## config.mk

```make
export PLATFORM = sky130hd
export DESIGN_NAME = expression_lexer_with_name_interning
export DESIGN_NICKNAME = d
export VERILOG_FILES = /design/src/hw/rtl/exlex_pkg.sv /design/src/hw/rtl/exlex_front.sv /design/src/hw/rtl/exlex_queue.sv /design/src/hw/rtl/exlex_back.sv /design/src/hw/rtl/expression_lexer_with_name_interning.sv
export VERILOG_INCLUDE_DIRS = /design/src /design/src/hw/rtl
export SDC_FILE = /design/constraint.sdc
export NUM_CORES = 2
export LEC_CHECK = 0
export BUFFER_PORTS_ARGS = -buffer_cell sky130_fd_sc_hd__buf_2
export CAP_MARGIN = 0
export CORE_ASPECT_RATIO = 1.1
export CORE_MARGIN = 1.5
export CORE_UTILIZATION = 52
export DETAILED_ROUTE_END_ITERATION = 8
export GPL_TIMING_DRIVEN = 0
export PLACE_DENSITY = 0.75
export SLEW_MARGIN = 20
export SYNTH_ARGS = -nofsm -noshare
export SYNTH_HDL_FRONTEND = slang
export SYNTH_HIERARCHICAL = 1
export SYNTH_SLANG_ARGS = --single-unit
```

## constraint.sdc

```tcl
create_clock -name clk -period 15.4 [get_ports clk]
set_input_delay 2.31 -clock clk [delete_from_list [all_inputs] [get_ports clk]]
set_output_delay 2.31 -clock clk [all_outputs]
set_load 0.01 [all_outputs]
```

## src/hw/rtl/assert_macros.svh

```systemverilog
// assertion helpers shared by the rtl
`ifndef ASSERT_MACROS_SVH
`define ASSERT_MACROS_SVH

// implication checked on every clock, off during reset
`define ASSERT_IMPL(label, clk, rst_n, ante, cons) \
    label: assert property (@(posedge clk) disable iff (!rst_n) (ante) |-> (cons)) \
        else $error("assertion failed");

// condition that never holds
`define ASSERT_NEVER(label, clk, rst_n, cond) \
    label: assert property (@(posedge clk) disable iff (!rst_n) !(cond)) \
        else $error("assertion failed");

`endif

```

## src/hw/rtl/exlex_pkg.sv

```systemverilog
`default_nettype none
package exlex_pkg;
    localparam int MAX_NAME_DEF = 8;
    localparam int NAMES_DEF    = 16;
    localparam int KEYWORDS_DEF = 8;
    localparam int KW_COUNT     = 8;

    localparam logic [30:0] MANT_MAX  = 31'h7FFF_FFFF;
    localparam logic [3:0]  FRAC_MAX  = 4'd10;

    localparam logic [2:0] KIND_OP   = 3'd0;
    localparam logic [2:0] KIND_FUNC = 3'd1;
    localparam logic [2:0] KIND_VAR  = 3'd2;
    localparam logic [2:0] KIND_NUM  = 3'd3;
    localparam logic [2:0] KIND_ERR  = 3'd4;

    localparam logic [1:0] ERR_BAD_CHAR = 2'd0;
    localparam logic [1:0] ERR_NUM_BIG  = 2'd1;
    localparam logic [1:0] ERR_NAME_LONG = 2'd2;
    localparam logic [1:0] ERR_TABLE_FULL = 2'd3;

    localparam int TOKEN_W = 51;

    typedef struct packed {
        logic        last_of_run;
        logic [1:0]  error_code;
        logic [3:0]  fraction_digits;
        logic [30:0] number_mantissa;
        logic [3:0]  variable_index;
        logic [2:0]  function_index;
        logic [2:0]  operator_code;
        logic [2:0]  token_kind;
    } token_t;

    // finished work handed from the front to the back
    typedef enum logic [2:0] {
        JOB_NONE = 3'b001,
        JOB_NUM  = 3'b010,
        JOB_NAME = 3'b100
    } job_kind_t;

    typedef struct packed {
        job_kind_t   kind;        // pending token, emitted first unless tail_first is set
        logic [63:0] name;
        logic [30:0] mantissa;
        logic [3:0]  frac;
        logic        has_tail;    // a direct token follows
        logic        tail_first;  // direct token goes out ahead of the name
        logic        eot;         // byte marked end of text
        token_t      tail;
    } job_t;

    typedef enum logic [4:0] {
        MODE_IDLE = 5'b00001,
        MODE_INT  = 5'b00010,
        MODE_FRAC = 5'b00100,
        MODE_NAME = 5'b01000,
        MODE_DROP = 5'b10000
    } mode_t;

    function automatic token_t make_tok(logic [2:0] kind);
        token_t t;
        t = '0;
        t.token_kind = kind;
        return t;
    endfunction
endpackage
`default_nettype wire

```

## src/hw/rtl/exlex_front.sv

```systemverilog
`default_nettype none
module exlex_front
(
    input  wire logic                clk,
    input  wire logic                rst_n,
    input  wire logic                in_valid,
    output logic                     in_ready,
    input  wire logic [7:0]          character,
    input  wire logic                end_of_text,
    output logic                     job_valid,
    input  wire logic                job_ready,
    output exlex_pkg::job_t          job
);
    import exlex_pkg::*;

    mode_t       mode_reg, mode_next;
    logic [63:0] name_reg, name_next;
    logic [3:0]  len_reg, len_next;
    logic [30:0] mant_reg, mant_next;
    logic [3:0]  frac_reg, frac_next;
    job_t        j;
    logic        emit;

    logic        dig, let_c, spc, is_op, used;
    logic [2:0]  opc;
    logic [34:0] mul10;
    logic [3:0]  dval;
    mode_t       m;

    always_comb
    begin
        dig   = character >= 8'h30 && character <= 8'h39;
        let_c = (character >= 8'h41 && character <= 8'h5A) ||
                (character >= 8'h61 && character <= 8'h7A);
        spc   = character == 8'h20 || (character >= 8'h09 && character <= 8'h0D);
        dval  = character[3:0];
        is_op = 1'b1;
        opc   = 3'd0;
        case (character)
            8'h28: opc = 3'd0;
            8'h29: opc = 3'd1;
            8'h24: opc = 3'd2;
            8'h2B: opc = 3'd3;
            8'h2D: opc = 3'd4;
            8'h2F: opc = 3'd5;
            8'h2A: opc = 3'd6;
            8'h5E: opc = 3'd7;
            default: is_op = 1'b0;
        endcase
        mul10 = {mant_reg, 3'b000} + {2'b00, mant_reg, 1'b0} + {31'd0, dval};
    end

    always_comb
    begin
        m         = mode_reg;
        name_next = name_reg;
        len_next  = len_reg;
        mant_next = mant_reg;
        frac_next = frac_reg;
        used      = 1'b0;
        j         = '0;
        j.kind    = JOB_NONE;
        j.name    = name_reg;
        j.mantissa = mant_reg;
        j.frac    = frac_reg;
        j.eot     = end_of_text;
        if (m == MODE_INT || m == MODE_FRAC)
        begin
            used = 1'b1;
            if (dig)
            begin
                if (mul10 > {4'd0, MANT_MAX} || (m == MODE_FRAC && frac_reg >= FRAC_MAX))
                begin
                    j.has_tail = 1'b1;
                    j.tail = make_tok(KIND_ERR);
                    j.tail.error_code = ERR_NUM_BIG;
                    m = MODE_DROP;
                end
                else
                begin
                    mant_next = mul10[30:0];
                    if (m == MODE_FRAC)
                        frac_next = frac_reg + 4'd1;
                end
            end
            else if (character == 8'h2E && m == MODE_INT)
                m = MODE_FRAC;
            else
            begin
                used = 1'b0;
                j.kind = JOB_NUM;
                m = MODE_IDLE;
            end
        end
        else if (m == MODE_NAME)
        begin
            used = 1'b1;
            if (let_c || dig || character == 8'h5F)
            begin
                if (len_reg >= 4'(MAX_NAME_DEF))
                begin
                    j.has_tail = 1'b1;
                    j.tail = make_tok(KIND_ERR);
                    j.tail.error_code = ERR_NAME_LONG;
                    m = MODE_DROP;
                end
                else
                begin
                    name_next[len_reg[2:0]*8 +: 8] = character;
                    len_next = len_reg + 4'd1;
                end
            end
            else
            begin
                used = 1'b0;
                j.kind = JOB_NAME;
                m = MODE_IDLE;
            end
        end
        if (!used && m == MODE_IDLE)
        begin
            if (character == 8'h00)
                m = MODE_DROP;
            else if (spc)
                m = MODE_IDLE;
            else if (is_op)
            begin
                j.has_tail = 1'b1;
                j.tail = make_tok(KIND_OP);
                j.tail.operator_code = opc;
            end
            else if (dig)
            begin
                m = MODE_INT;
                mant_next = {27'd0, dval};
                frac_next = 4'd0;
            end
            else if (let_c)
            begin
                m = MODE_NAME;
                name_next = {56'd0, character};
                len_next = 4'd1;
            end
            else
            begin
                j.has_tail = 1'b1;
                j.tail = make_tok(KIND_ERR);
                j.tail.error_code = ERR_BAD_CHAR;
                m = MODE_DROP;
            end
        end
        if (end_of_text)
        begin
            // flush a pending token after the byte itself
            if (m == MODE_INT || m == MODE_FRAC)
            begin
                j.kind = JOB_NUM;
                j.mantissa = mant_next;
                j.frac = frac_next;
            end
            else if (m == MODE_NAME)
            begin
                if (j.kind == JOB_NUM)
                begin
                    // number ended by this letter goes out ahead of the name
                    j.has_tail = 1'b1;
                    j.tail_first = 1'b1;
                    j.tail = make_tok(KIND_NUM);
                    j.tail.number_mantissa = mant_reg;
                    j.tail.fraction_digits = frac_reg;
                end
                j.kind = JOB_NAME;
                j.name = name_next;
            end
            m = MODE_IDLE;
            name_next = '0;
            len_next = '0;
            mant_next = '0;
            frac_next = '0;
        end
        mode_next = m;
        // end of text always posts, so the back end can leave its drop state
        emit = j.kind != JOB_NONE || j.has_tail || end_of_text;
    end

    // a byte is held back only when it must post work and the queue is full
    assign in_ready  = job_ready || !emit;
    assign job_valid = in_valid && emit;
    assign job       = j;

    always_ff @(posedge clk or negedge rst_n)
    begin
        if (!rst_n)
        begin
            mode_reg <= MODE_IDLE;
            name_reg <= '0;
            len_reg  <= '0;
            mant_reg <= '0;
            frac_reg <= '0;
        end
        else if (in_valid && in_ready)
        begin
            mode_reg <= mode_next;
            name_reg <= name_next;
            len_reg  <= len_next;
            mant_reg <= mant_next;
            frac_reg <= frac_next;
        end
    end
endmodule
`default_nettype wire

```

## src/hw/rtl/exlex_queue.sv

```systemverilog
`default_nettype none
`include "assert_macros.svh"
module exlex_queue
(
    input  wire logic            clk,
    input  wire logic            rst_n,
    input  wire logic            wr_valid,
    output logic                 wr_ready,
    input  wire exlex_pkg::job_t wr_data,
    output logic                 rd_valid,
    input  wire logic            rd_ready,
    output exlex_pkg::job_t      rd_data
);
    import exlex_pkg::*;

    job_t       mem_reg [2];
    logic       wp_reg, rp_reg;
    logic [1:0] cnt_reg;
    logic       wr, rd;

    assign wr_ready = cnt_reg != 2'd2;
    assign rd_valid = cnt_reg != 2'd0;
    assign rd_data  = mem_reg[rp_reg];
    assign wr = wr_valid && wr_ready;
    assign rd = rd_valid && rd_ready;

    always_ff @(posedge clk)
    begin
        if (wr)
            mem_reg[wp_reg] <= wr_data;
    end

    always_ff @(posedge clk or negedge rst_n)
    begin
        if (!rst_n)
        begin
            wp_reg  <= 1'b0;
            rp_reg  <= 1'b0;
            cnt_reg <= 2'd0;
        end
        else
        begin
            if (wr) wp_reg <= ~wp_reg;
            if (rd) rp_reg <= ~rp_reg;
            cnt_reg <= cnt_reg + {1'b0, wr} - {1'b0, rd};
        end
    end

    `ASSERT_NEVER(a_no_overfill, clk, rst_n, cnt_reg == 2'd3)
    `ASSERT_IMPL(a_ptr_match, clk, rst_n, cnt_reg == 2'd0 || cnt_reg == 2'd2, wp_reg == rp_reg)
    `ASSERT_IMPL(a_one_apart, clk, rst_n, cnt_reg == 2'd1, wp_reg != rp_reg)
endmodule
`default_nettype wire

```

## src/hw/rtl/exlex_back.sv

```systemverilog
`default_nettype none
`include "assert_macros.svh"
module exlex_back
#(
    parameter int NAMES    = exlex_pkg::NAMES_DEF,
    parameter int KEYWORDS = exlex_pkg::KEYWORDS_DEF
)
(
    input  wire logic            clk,
    input  wire logic            rst_n,
    input  wire logic [63:0]     keywords [exlex_pkg::KW_COUNT],
    input  wire logic            job_valid,
    output logic                 job_ready,
    input  wire exlex_pkg::job_t job,
    output logic                 tok_valid,
    input  wire logic            tok_ready,
    output exlex_pkg::token_t    tok
);
    import exlex_pkg::*;

    localparam int IW = (NAMES > 1) ? $clog2(NAMES) : 1;
    localparam int CW = $clog2(NAMES + 1);

    // name table lives in flip-flops: searched in parallel each cycle
    logic [63:0] table_reg [NAMES];
    logic [CW-1:0] used_reg;
    logic        half_reg;   // first of two tokens already sent
    logic        out_v_reg;
    logic        drop_reg;   // table overflow, discard work up to end of text
    token_t      out_reg;

    token_t      lead, cur;
    logic        lead_on, lead_err, two, is_last, take, adv, skip, name_now;
    logic        kw_hit, nm_hit;
    logic [2:0]  kw_idx;
    logic [IW-1:0] nm_idx;
    logic        add_name;

    always_comb
    begin
        kw_hit = 1'b0;
        kw_idx = '0;
        for (int i = KEYWORDS - 1; i >= 0; i--)
            if (keywords[i] != 64'd0 && keywords[i] == job.name)
            begin
                kw_hit = 1'b1;
                kw_idx = 3'(i);
            end
        nm_hit = 1'b0;
        nm_idx = '0;
        for (int i = NAMES - 1; i >= 0; i--)
            if (CW'(i) < used_reg && table_reg[i] == job.name)
            begin
                nm_hit = 1'b1;
                nm_idx = IW'(i);
            end
        add_name = 1'b0;
        lead = '0;
        lead_on = job.kind != JOB_NONE;
        if (job.kind == JOB_NUM)
        begin
            lead = make_tok(KIND_NUM);
            lead.number_mantissa = job.mantissa;
            lead.fraction_digits = job.frac;
        end
        else if (job.kind == JOB_NAME)
        begin
            if (kw_hit)
            begin
                lead = make_tok(KIND_FUNC);
                lead.function_index = kw_idx;
            end
            else if (nm_hit)
            begin
                lead = make_tok(KIND_VAR);
                lead.variable_index = 4'(nm_idx);
            end
            else if (used_reg >= CW'(NAMES))
            begin
                lead = make_tok(KIND_ERR);
                lead.error_code = ERR_TABLE_FULL;
            end
            else
            begin
                lead = make_tok(KIND_VAR);
                lead.variable_index = 4'(used_reg);
                add_name = 1'b1;
            end
        end
        lead_err = lead_on && lead.token_kind == KIND_ERR;
        two = lead_on && job.has_tail && (job.tail_first || !lead_err);
        if (!half_reg)
            cur = (lead_on && !job.tail_first) ? lead : job.tail;
        else
            cur = job.tail_first ? lead : job.tail;
        name_now = job.tail_first ? half_reg : !half_reg;
        is_last = !two || half_reg;
        cur.last_of_run = is_last;
        skip = drop_reg || (!lead_on && !job.has_tail);
    end

    assign take = !out_v_reg || tok_ready;
    assign adv  = job_valid && take && !skip;
    assign job_ready = skip || (take && is_last);
    assign tok_valid = out_v_reg;
    assign tok = out_reg;

    always_ff @(posedge clk)
    begin
        if (adv)
            out_reg <= cur;
        if (adv && name_now && add_name)
            table_reg[used_reg[IW-1:0]] <= job.name;
    end

    always_ff @(posedge clk or negedge rst_n)
    begin
        if (!rst_n)
        begin
            used_reg  <= '0;
            half_reg  <= 1'b0;
            out_v_reg <= 1'b0;
            drop_reg  <= 1'b0;
        end
        else
        begin
            if (take)
                out_v_reg <= job_valid && !skip;
            if (adv)
                half_reg <= !is_last;
            if (adv && name_now && add_name)
                used_reg <= used_reg + CW'(1);
            if (job_valid && job_ready && job.eot)
                drop_reg <= 1'b0;
            else if (adv && name_now && lead_err)
                drop_reg <= 1'b1;
        end
    end

    `ASSERT_NEVER(a_used_range, clk, rst_n, used_reg > CW'(NAMES))
    `ASSERT_IMPL(a_half_holds, clk, rst_n, half_reg, job_valid)
    `ASSERT_IMPL(a_stall_hold, clk, rst_n, out_v_reg && !tok_ready, ##1 out_v_reg)
endmodule
`default_nettype wire

```

## src/hw/rtl/expression_lexer_with_name_interning.sv

```systemverilog
// expression lexer with name interning
// s_axis: one text byte per transfer; tdata = character, tlast = end_of_text.
// m_axis: tokens; tdata from bit 0 = token_kind[3], operator_code[3],
//   function_index[3], variable_index[4], number_mantissa[31],
//   fraction_digits[4], error_code[2]; tlast = last_of_run (final token of a byte).
// cfg: cfg_valid/cfg_ready with cfg_index (0..7 keyword registers) and
//   cfg_data; write only while the stream is idle. cfg_ready is always high.
// throughput: one byte per cycle while the queue has room for the work it posts;
//   a byte that yields two tokens holds the back end until both have passed the
//   single token output register. A token goes through the queue write, then the
//   output register, before it is transferred. A pending number or name is
//   emitted when the byte that ends it arrives, ahead of that byte's own token.
// after a name table overflow the back end drops work up to the end of text.
// the name table is searched in parallel in flip-flops and emptied by reset;
// no clearing pass is needed. reset also clears keywords and lexer mode.
// when m_axis_tready is low, the output register and the two-entry queue fill,
// then s_axis_tready drops on the next byte that posts work; nothing is lost.
`default_nettype none
module expression_lexer_with_name_interning
#(
    parameter int NAMES    = exlex_pkg::NAMES_DEF,
    parameter int KEYWORDS = exlex_pkg::KEYWORDS_DEF
)
(
    input  wire logic        clk,
    input  wire logic        rst_n,
    input  wire logic        s_axis_tvalid,
    output logic             s_axis_tready,
    input  wire logic [7:0]  s_axis_tdata,   // character[7:0]
    input  wire logic        s_axis_tlast,
    output logic             m_axis_tvalid,
    input  wire logic        m_axis_tready,
    output logic [55:0]      m_axis_tdata,   // kind, op, func, var, mantissa, frac, err
    output logic             m_axis_tlast,
    input  wire logic        cfg_valid,
    output logic             cfg_ready,
    input  wire logic [2:0]  cfg_index,
    input  wire logic [63:0] cfg_data
);
    import exlex_pkg::*;

    logic [63:0] kw_reg [KW_COUNT];
    logic        fj_valid, fj_ready, bj_valid, bj_ready;
    job_t        fj, bj;
    token_t      tk;

    assign cfg_ready = 1'b1;

    always_ff @(posedge clk or negedge rst_n)
    begin
        if (!rst_n)
        begin
            for (int i = 0; i < KW_COUNT; i++)
                kw_reg[i] <= '0;
        end
        else if (cfg_valid)
            kw_reg[cfg_index] <= cfg_data;
    end

    exlex_front u_front
    (
        .clk, .rst_n,
        .in_valid(s_axis_tvalid), .in_ready(s_axis_tready),
        .character(s_axis_tdata), .end_of_text(s_axis_tlast),
        .job_valid(fj_valid), .job_ready(fj_ready), .job(fj)
    );

    exlex_queue u_queue
    (
        .clk, .rst_n,
        .wr_valid(fj_valid), .wr_ready(fj_ready), .wr_data(fj),
        .rd_valid(bj_valid), .rd_ready(bj_ready), .rd_data(bj)
    );

    exlex_back #(.NAMES(NAMES), .KEYWORDS(KEYWORDS)) u_back
    (
        .clk, .rst_n, .keywords(kw_reg),
        .job_valid(bj_valid), .job_ready(bj_ready), .job(bj),
        .tok_valid(m_axis_tvalid), .tok_ready(m_axis_tready), .tok(tk)
    );

    assign m_axis_tdata = {6'd0, tk.error_code, tk.fraction_digits, tk.number_mantissa,
                           tk.variable_index, tk.function_index, tk.operator_code,
                           tk.token_kind};
    assign m_axis_tlast = tk.last_of_run;
endmodule
`default_nettype wire

```

==> flow_metrics.py <==
metrics = {
    "worst_setup_path": {
        "longest_individual_stage_delay_on_the_worst_path_ns": 0.96,
        "ff2ff_path_depth": 22,
        "cp.arrival_ns": 9.74,
        "crit-reg2reg-launch": "u_queue/rp_reg$_DFFE_PN0P_",
        "crit_chain": "buf_2 -> buf_4 -> mux2_2 -> buf_2 -> buf_2 -> buf_4 -> xnor2_1 -> nand4_1 -> nor4_1 -> nand3_1 -> nand3_1 -> or3_1 -> and4b_1 -> buf_2 -> nand2_2 -> nor3b_2 -> buf_4 -> buf_4 -> buf_4 -> buf_4 -> buf_6 -> buf_6",
        "required_ns": 15.96,
        "crit_path_start_kind": "flop",
        "r2r_setup_slack_ns": 6.22,
        "end_kind": "flop",
        "critical_path.slowest_cell": "mux2_2",
        "regToRegEndpoint": "u_back/table_reg[11][5]$_DFFE_PP_",
        "path_delay_family": "buffers and inverters",
        "timing.critical_path.buf_inv": 12,
        "worst-setup-path-type": "flop to flop",
        "worst-path-max-fanout": 17,
        "worst_path_most_repeated_cell": "buf_4",
    },
    "die": {
        "floorplan.die_area_um2": 182200,
        "num_rows": 162,
        "placeableCoreArea_um2": 177800,
        "ioPinCount": 141,
        "effective_utilization_at_floorplan_pct": 52.54,
        "fp.dieH_um": 447.5,
        "die_x_extent_um": 407.1,
    },
    "timing": {
        "max_clock_freq_mhz": 108.9,
        "rsz_0062_raised_after_global_routing": "false",
        "fin_hold_ws_ns": 0.4785,
        "setup_tns_ns": 0,
        "finalClockSkew_ns": 0.03798,
        "worst_slew_margin_rel_pct": 15.17,
        "timing_worst_slew_pin_value_ns": 1.268,
        "post-route-min-period_ns": 9.182,
        "report.final.setup_viol": 0,
        "final-max-slew-violation-count": 0,
        "fin_crit_sh_pct": 59.62,
        "final_hold_viol_count": 0,
    },
    "place": {
        "placedInstanceArea_um2": 98550,
        "detailedPlacementHpwl_um": 239800,
        "port_buffers": 132,
        "gpl.final_weighted_congestion": 1.082,
    },
    "run_status": {
        "status": "complete, but fails checks",
        "violated_checks": "design-rule violations",
    },
    "logic_synthesis": {
        "synth_warnings": 6,
        "synth_cells": 6612,
        "synth.cell_area_um2": 93400,
        "synth_area_per_cell_um2": 14.13,
    },
    "final_layout": {
        "final_cell_area_um2": 105400,
        "final_layout_size_suffix_gt1_share_pct": 20.15,
        "number_of_flip_flops_in_the_largest_register": 1024,
        "most_frequent_cells_in_the_layout": "edfxtp_1 (1385), xnor2_1 (865), dfrtp_1 (631)",
        "nets": 7226,
        "final_core_utilization_pct": 59.27,
        "synthToLayoutAreaGrowth_pct": 12.81,
        "layout_commonest_cell": "edfxtp_1",
    },
    "hold_path": {
        "hold-path-cell-count": 1,
        "worst_hold_path.endpoint": "u_front/name_reg[55]$_DFFE_PN0P_",
        "worst_min_delay_path_class": "flop to flop",
        "timing.hold.worst.start": "u_front/name_reg[55]$_DFFE_PN0P_",
    },
    "pwr": {
        "power_density_nw_per_um2": 186.5,
        "leakagePower_uw": 0.03779,
        "vdd_drop_max_mv": 0.1558,
    },
    "detailed_routing": {
        "drt-wirelength-per-cell_um": 37.86,
        "via_per_inst": 6.789,
        "route.antenna.remaining_nets": 0,
        "detailroute.via_count": 65450,
        "drt_first_iter_violations": 12660,
        "drt-pass1-iter-count": 9,
        "routed_wl_um": 364900,
        "drc": 2,
    },
    "global_routing": {
        "grt_pass1_vias": 62190,
        "grt_antenna_before_repair": 43,
        "grt_max_degree": 103,
        "grt_pass1_wl_um": 493600,
        "grt-ovfl-total": 0,
        "grtUsageTotal_pct": 39.76,
    },
    "clock_tree": {
        "cts-resized-gates": 0,
        "clock_latency_ns": 0.88,
        "cts-hold-fix-buffers": 0,
        "tritoncts_num_sinks": 2017,
        "clock_path_buffers": 3,
        "cts_max_level": 4,
        "path_clk_slew_ns": 0.06,
        "cts_root_buf": "clkbuf_16",
        "cts_buffers": 200,
        "post_cts.repair.setup_buffers": 0,
        "cts_tree": "yes",
    },
    "flow_run": {
        "number_of_maximum_capacitance_violations": 0,
    },
}
-- through the flow --
stage                     power (uW)  cells  setup WS [ns]
after CTS                      19100   9619          6.526
after global routing           19730   9625          6.158
after detailed placement       14080   9247          6.573
final                          19660   9640          6.218
after floorplan                10810   6623          2.820
after global placement         13970   9133         -2.139
-- how the worst max path moves through the flow --
stage                          startpoint                                end  slack (ns)  depth (start not counted)
2_1_floorplan             s_axis_tdata[3]    u_queue/mem_reg[0][0]$_DFFE_PP_        2.82                         16
3_3_place_gp              s_axis_tdata[3]   u_queue/mem_reg[0][24]$_DFFE_PP_       -2.14                         16
3_5_place_dp              s_axis_tdata[3]                      s_axis_tready        6.57                         15
4_1_cts                   s_axis_tdata[3]                      s_axis_tready        6.53                         15
5_1_grt                   s_axis_tdata[3]                      s_axis_tready        6.16                         15
6_report       u_queue/rp_reg$_DFFE_PN0P_  u_back/table_reg[11][5]$_DFFE_PP_        6.22                         22
-- metal layers --
layer | global-route usage (%) | wire length (um) | part of all wire, % | vias up
met2 | 56.60 | 150700 | 41 | 5941
li1 | - | - | - | 25310
met3 | 14.10 | 54430 | 15 | 1743
met4 | 34.30 | 40060 | 11 | 16
met1 | 47.84 | 119600 | 33 | 32440
met5 | 0.2429 | 139 | 0.038 | -
-- final cells by class --
class,instances,area [um2]
clock buffer,256,5391
inverter,88,332.8
antenna,20,50.05
sequential,2017,57410
multi-input combinational,4145,33590
buffer,373,2258
tap,2378,2975
timing repair buffer,247,2004
fill,13650,72400
clock inverter,116,1355
-- worst reg2reg max path, stage by stage (launching register included) --
cell and delay, ns:
dfrtp_1 0.41, buf_2 0.39, buf_4 0.28, mux2_2 0.96, buf_2 0.62, buf_2 0.80, buf_4 0.65, xnor2_1 0.15
nand4_1 0.20, nor4_1 0.09, nand3_1 0.45, nand3_1 0.60, or3_1 0.63, and4b_1 0.31, buf_2 0.21, nand2_2 0.16
nor3b_2 0.62, buf_4 0.33, buf_4 0.24, buf_4 0.20, buf_4 0.22, buf_6 0.17, buf_6 0.17
-- report_power, final --
part           switching, uW  total (uW)  internal, uW  leakage [uW]
registers                451        7240          6790        0.0204
logic                   5320        7320          2000        0.0141
clock network           2190        5090          2900       0.00330
Note: power is estimated with default switching activity, not from simulation.
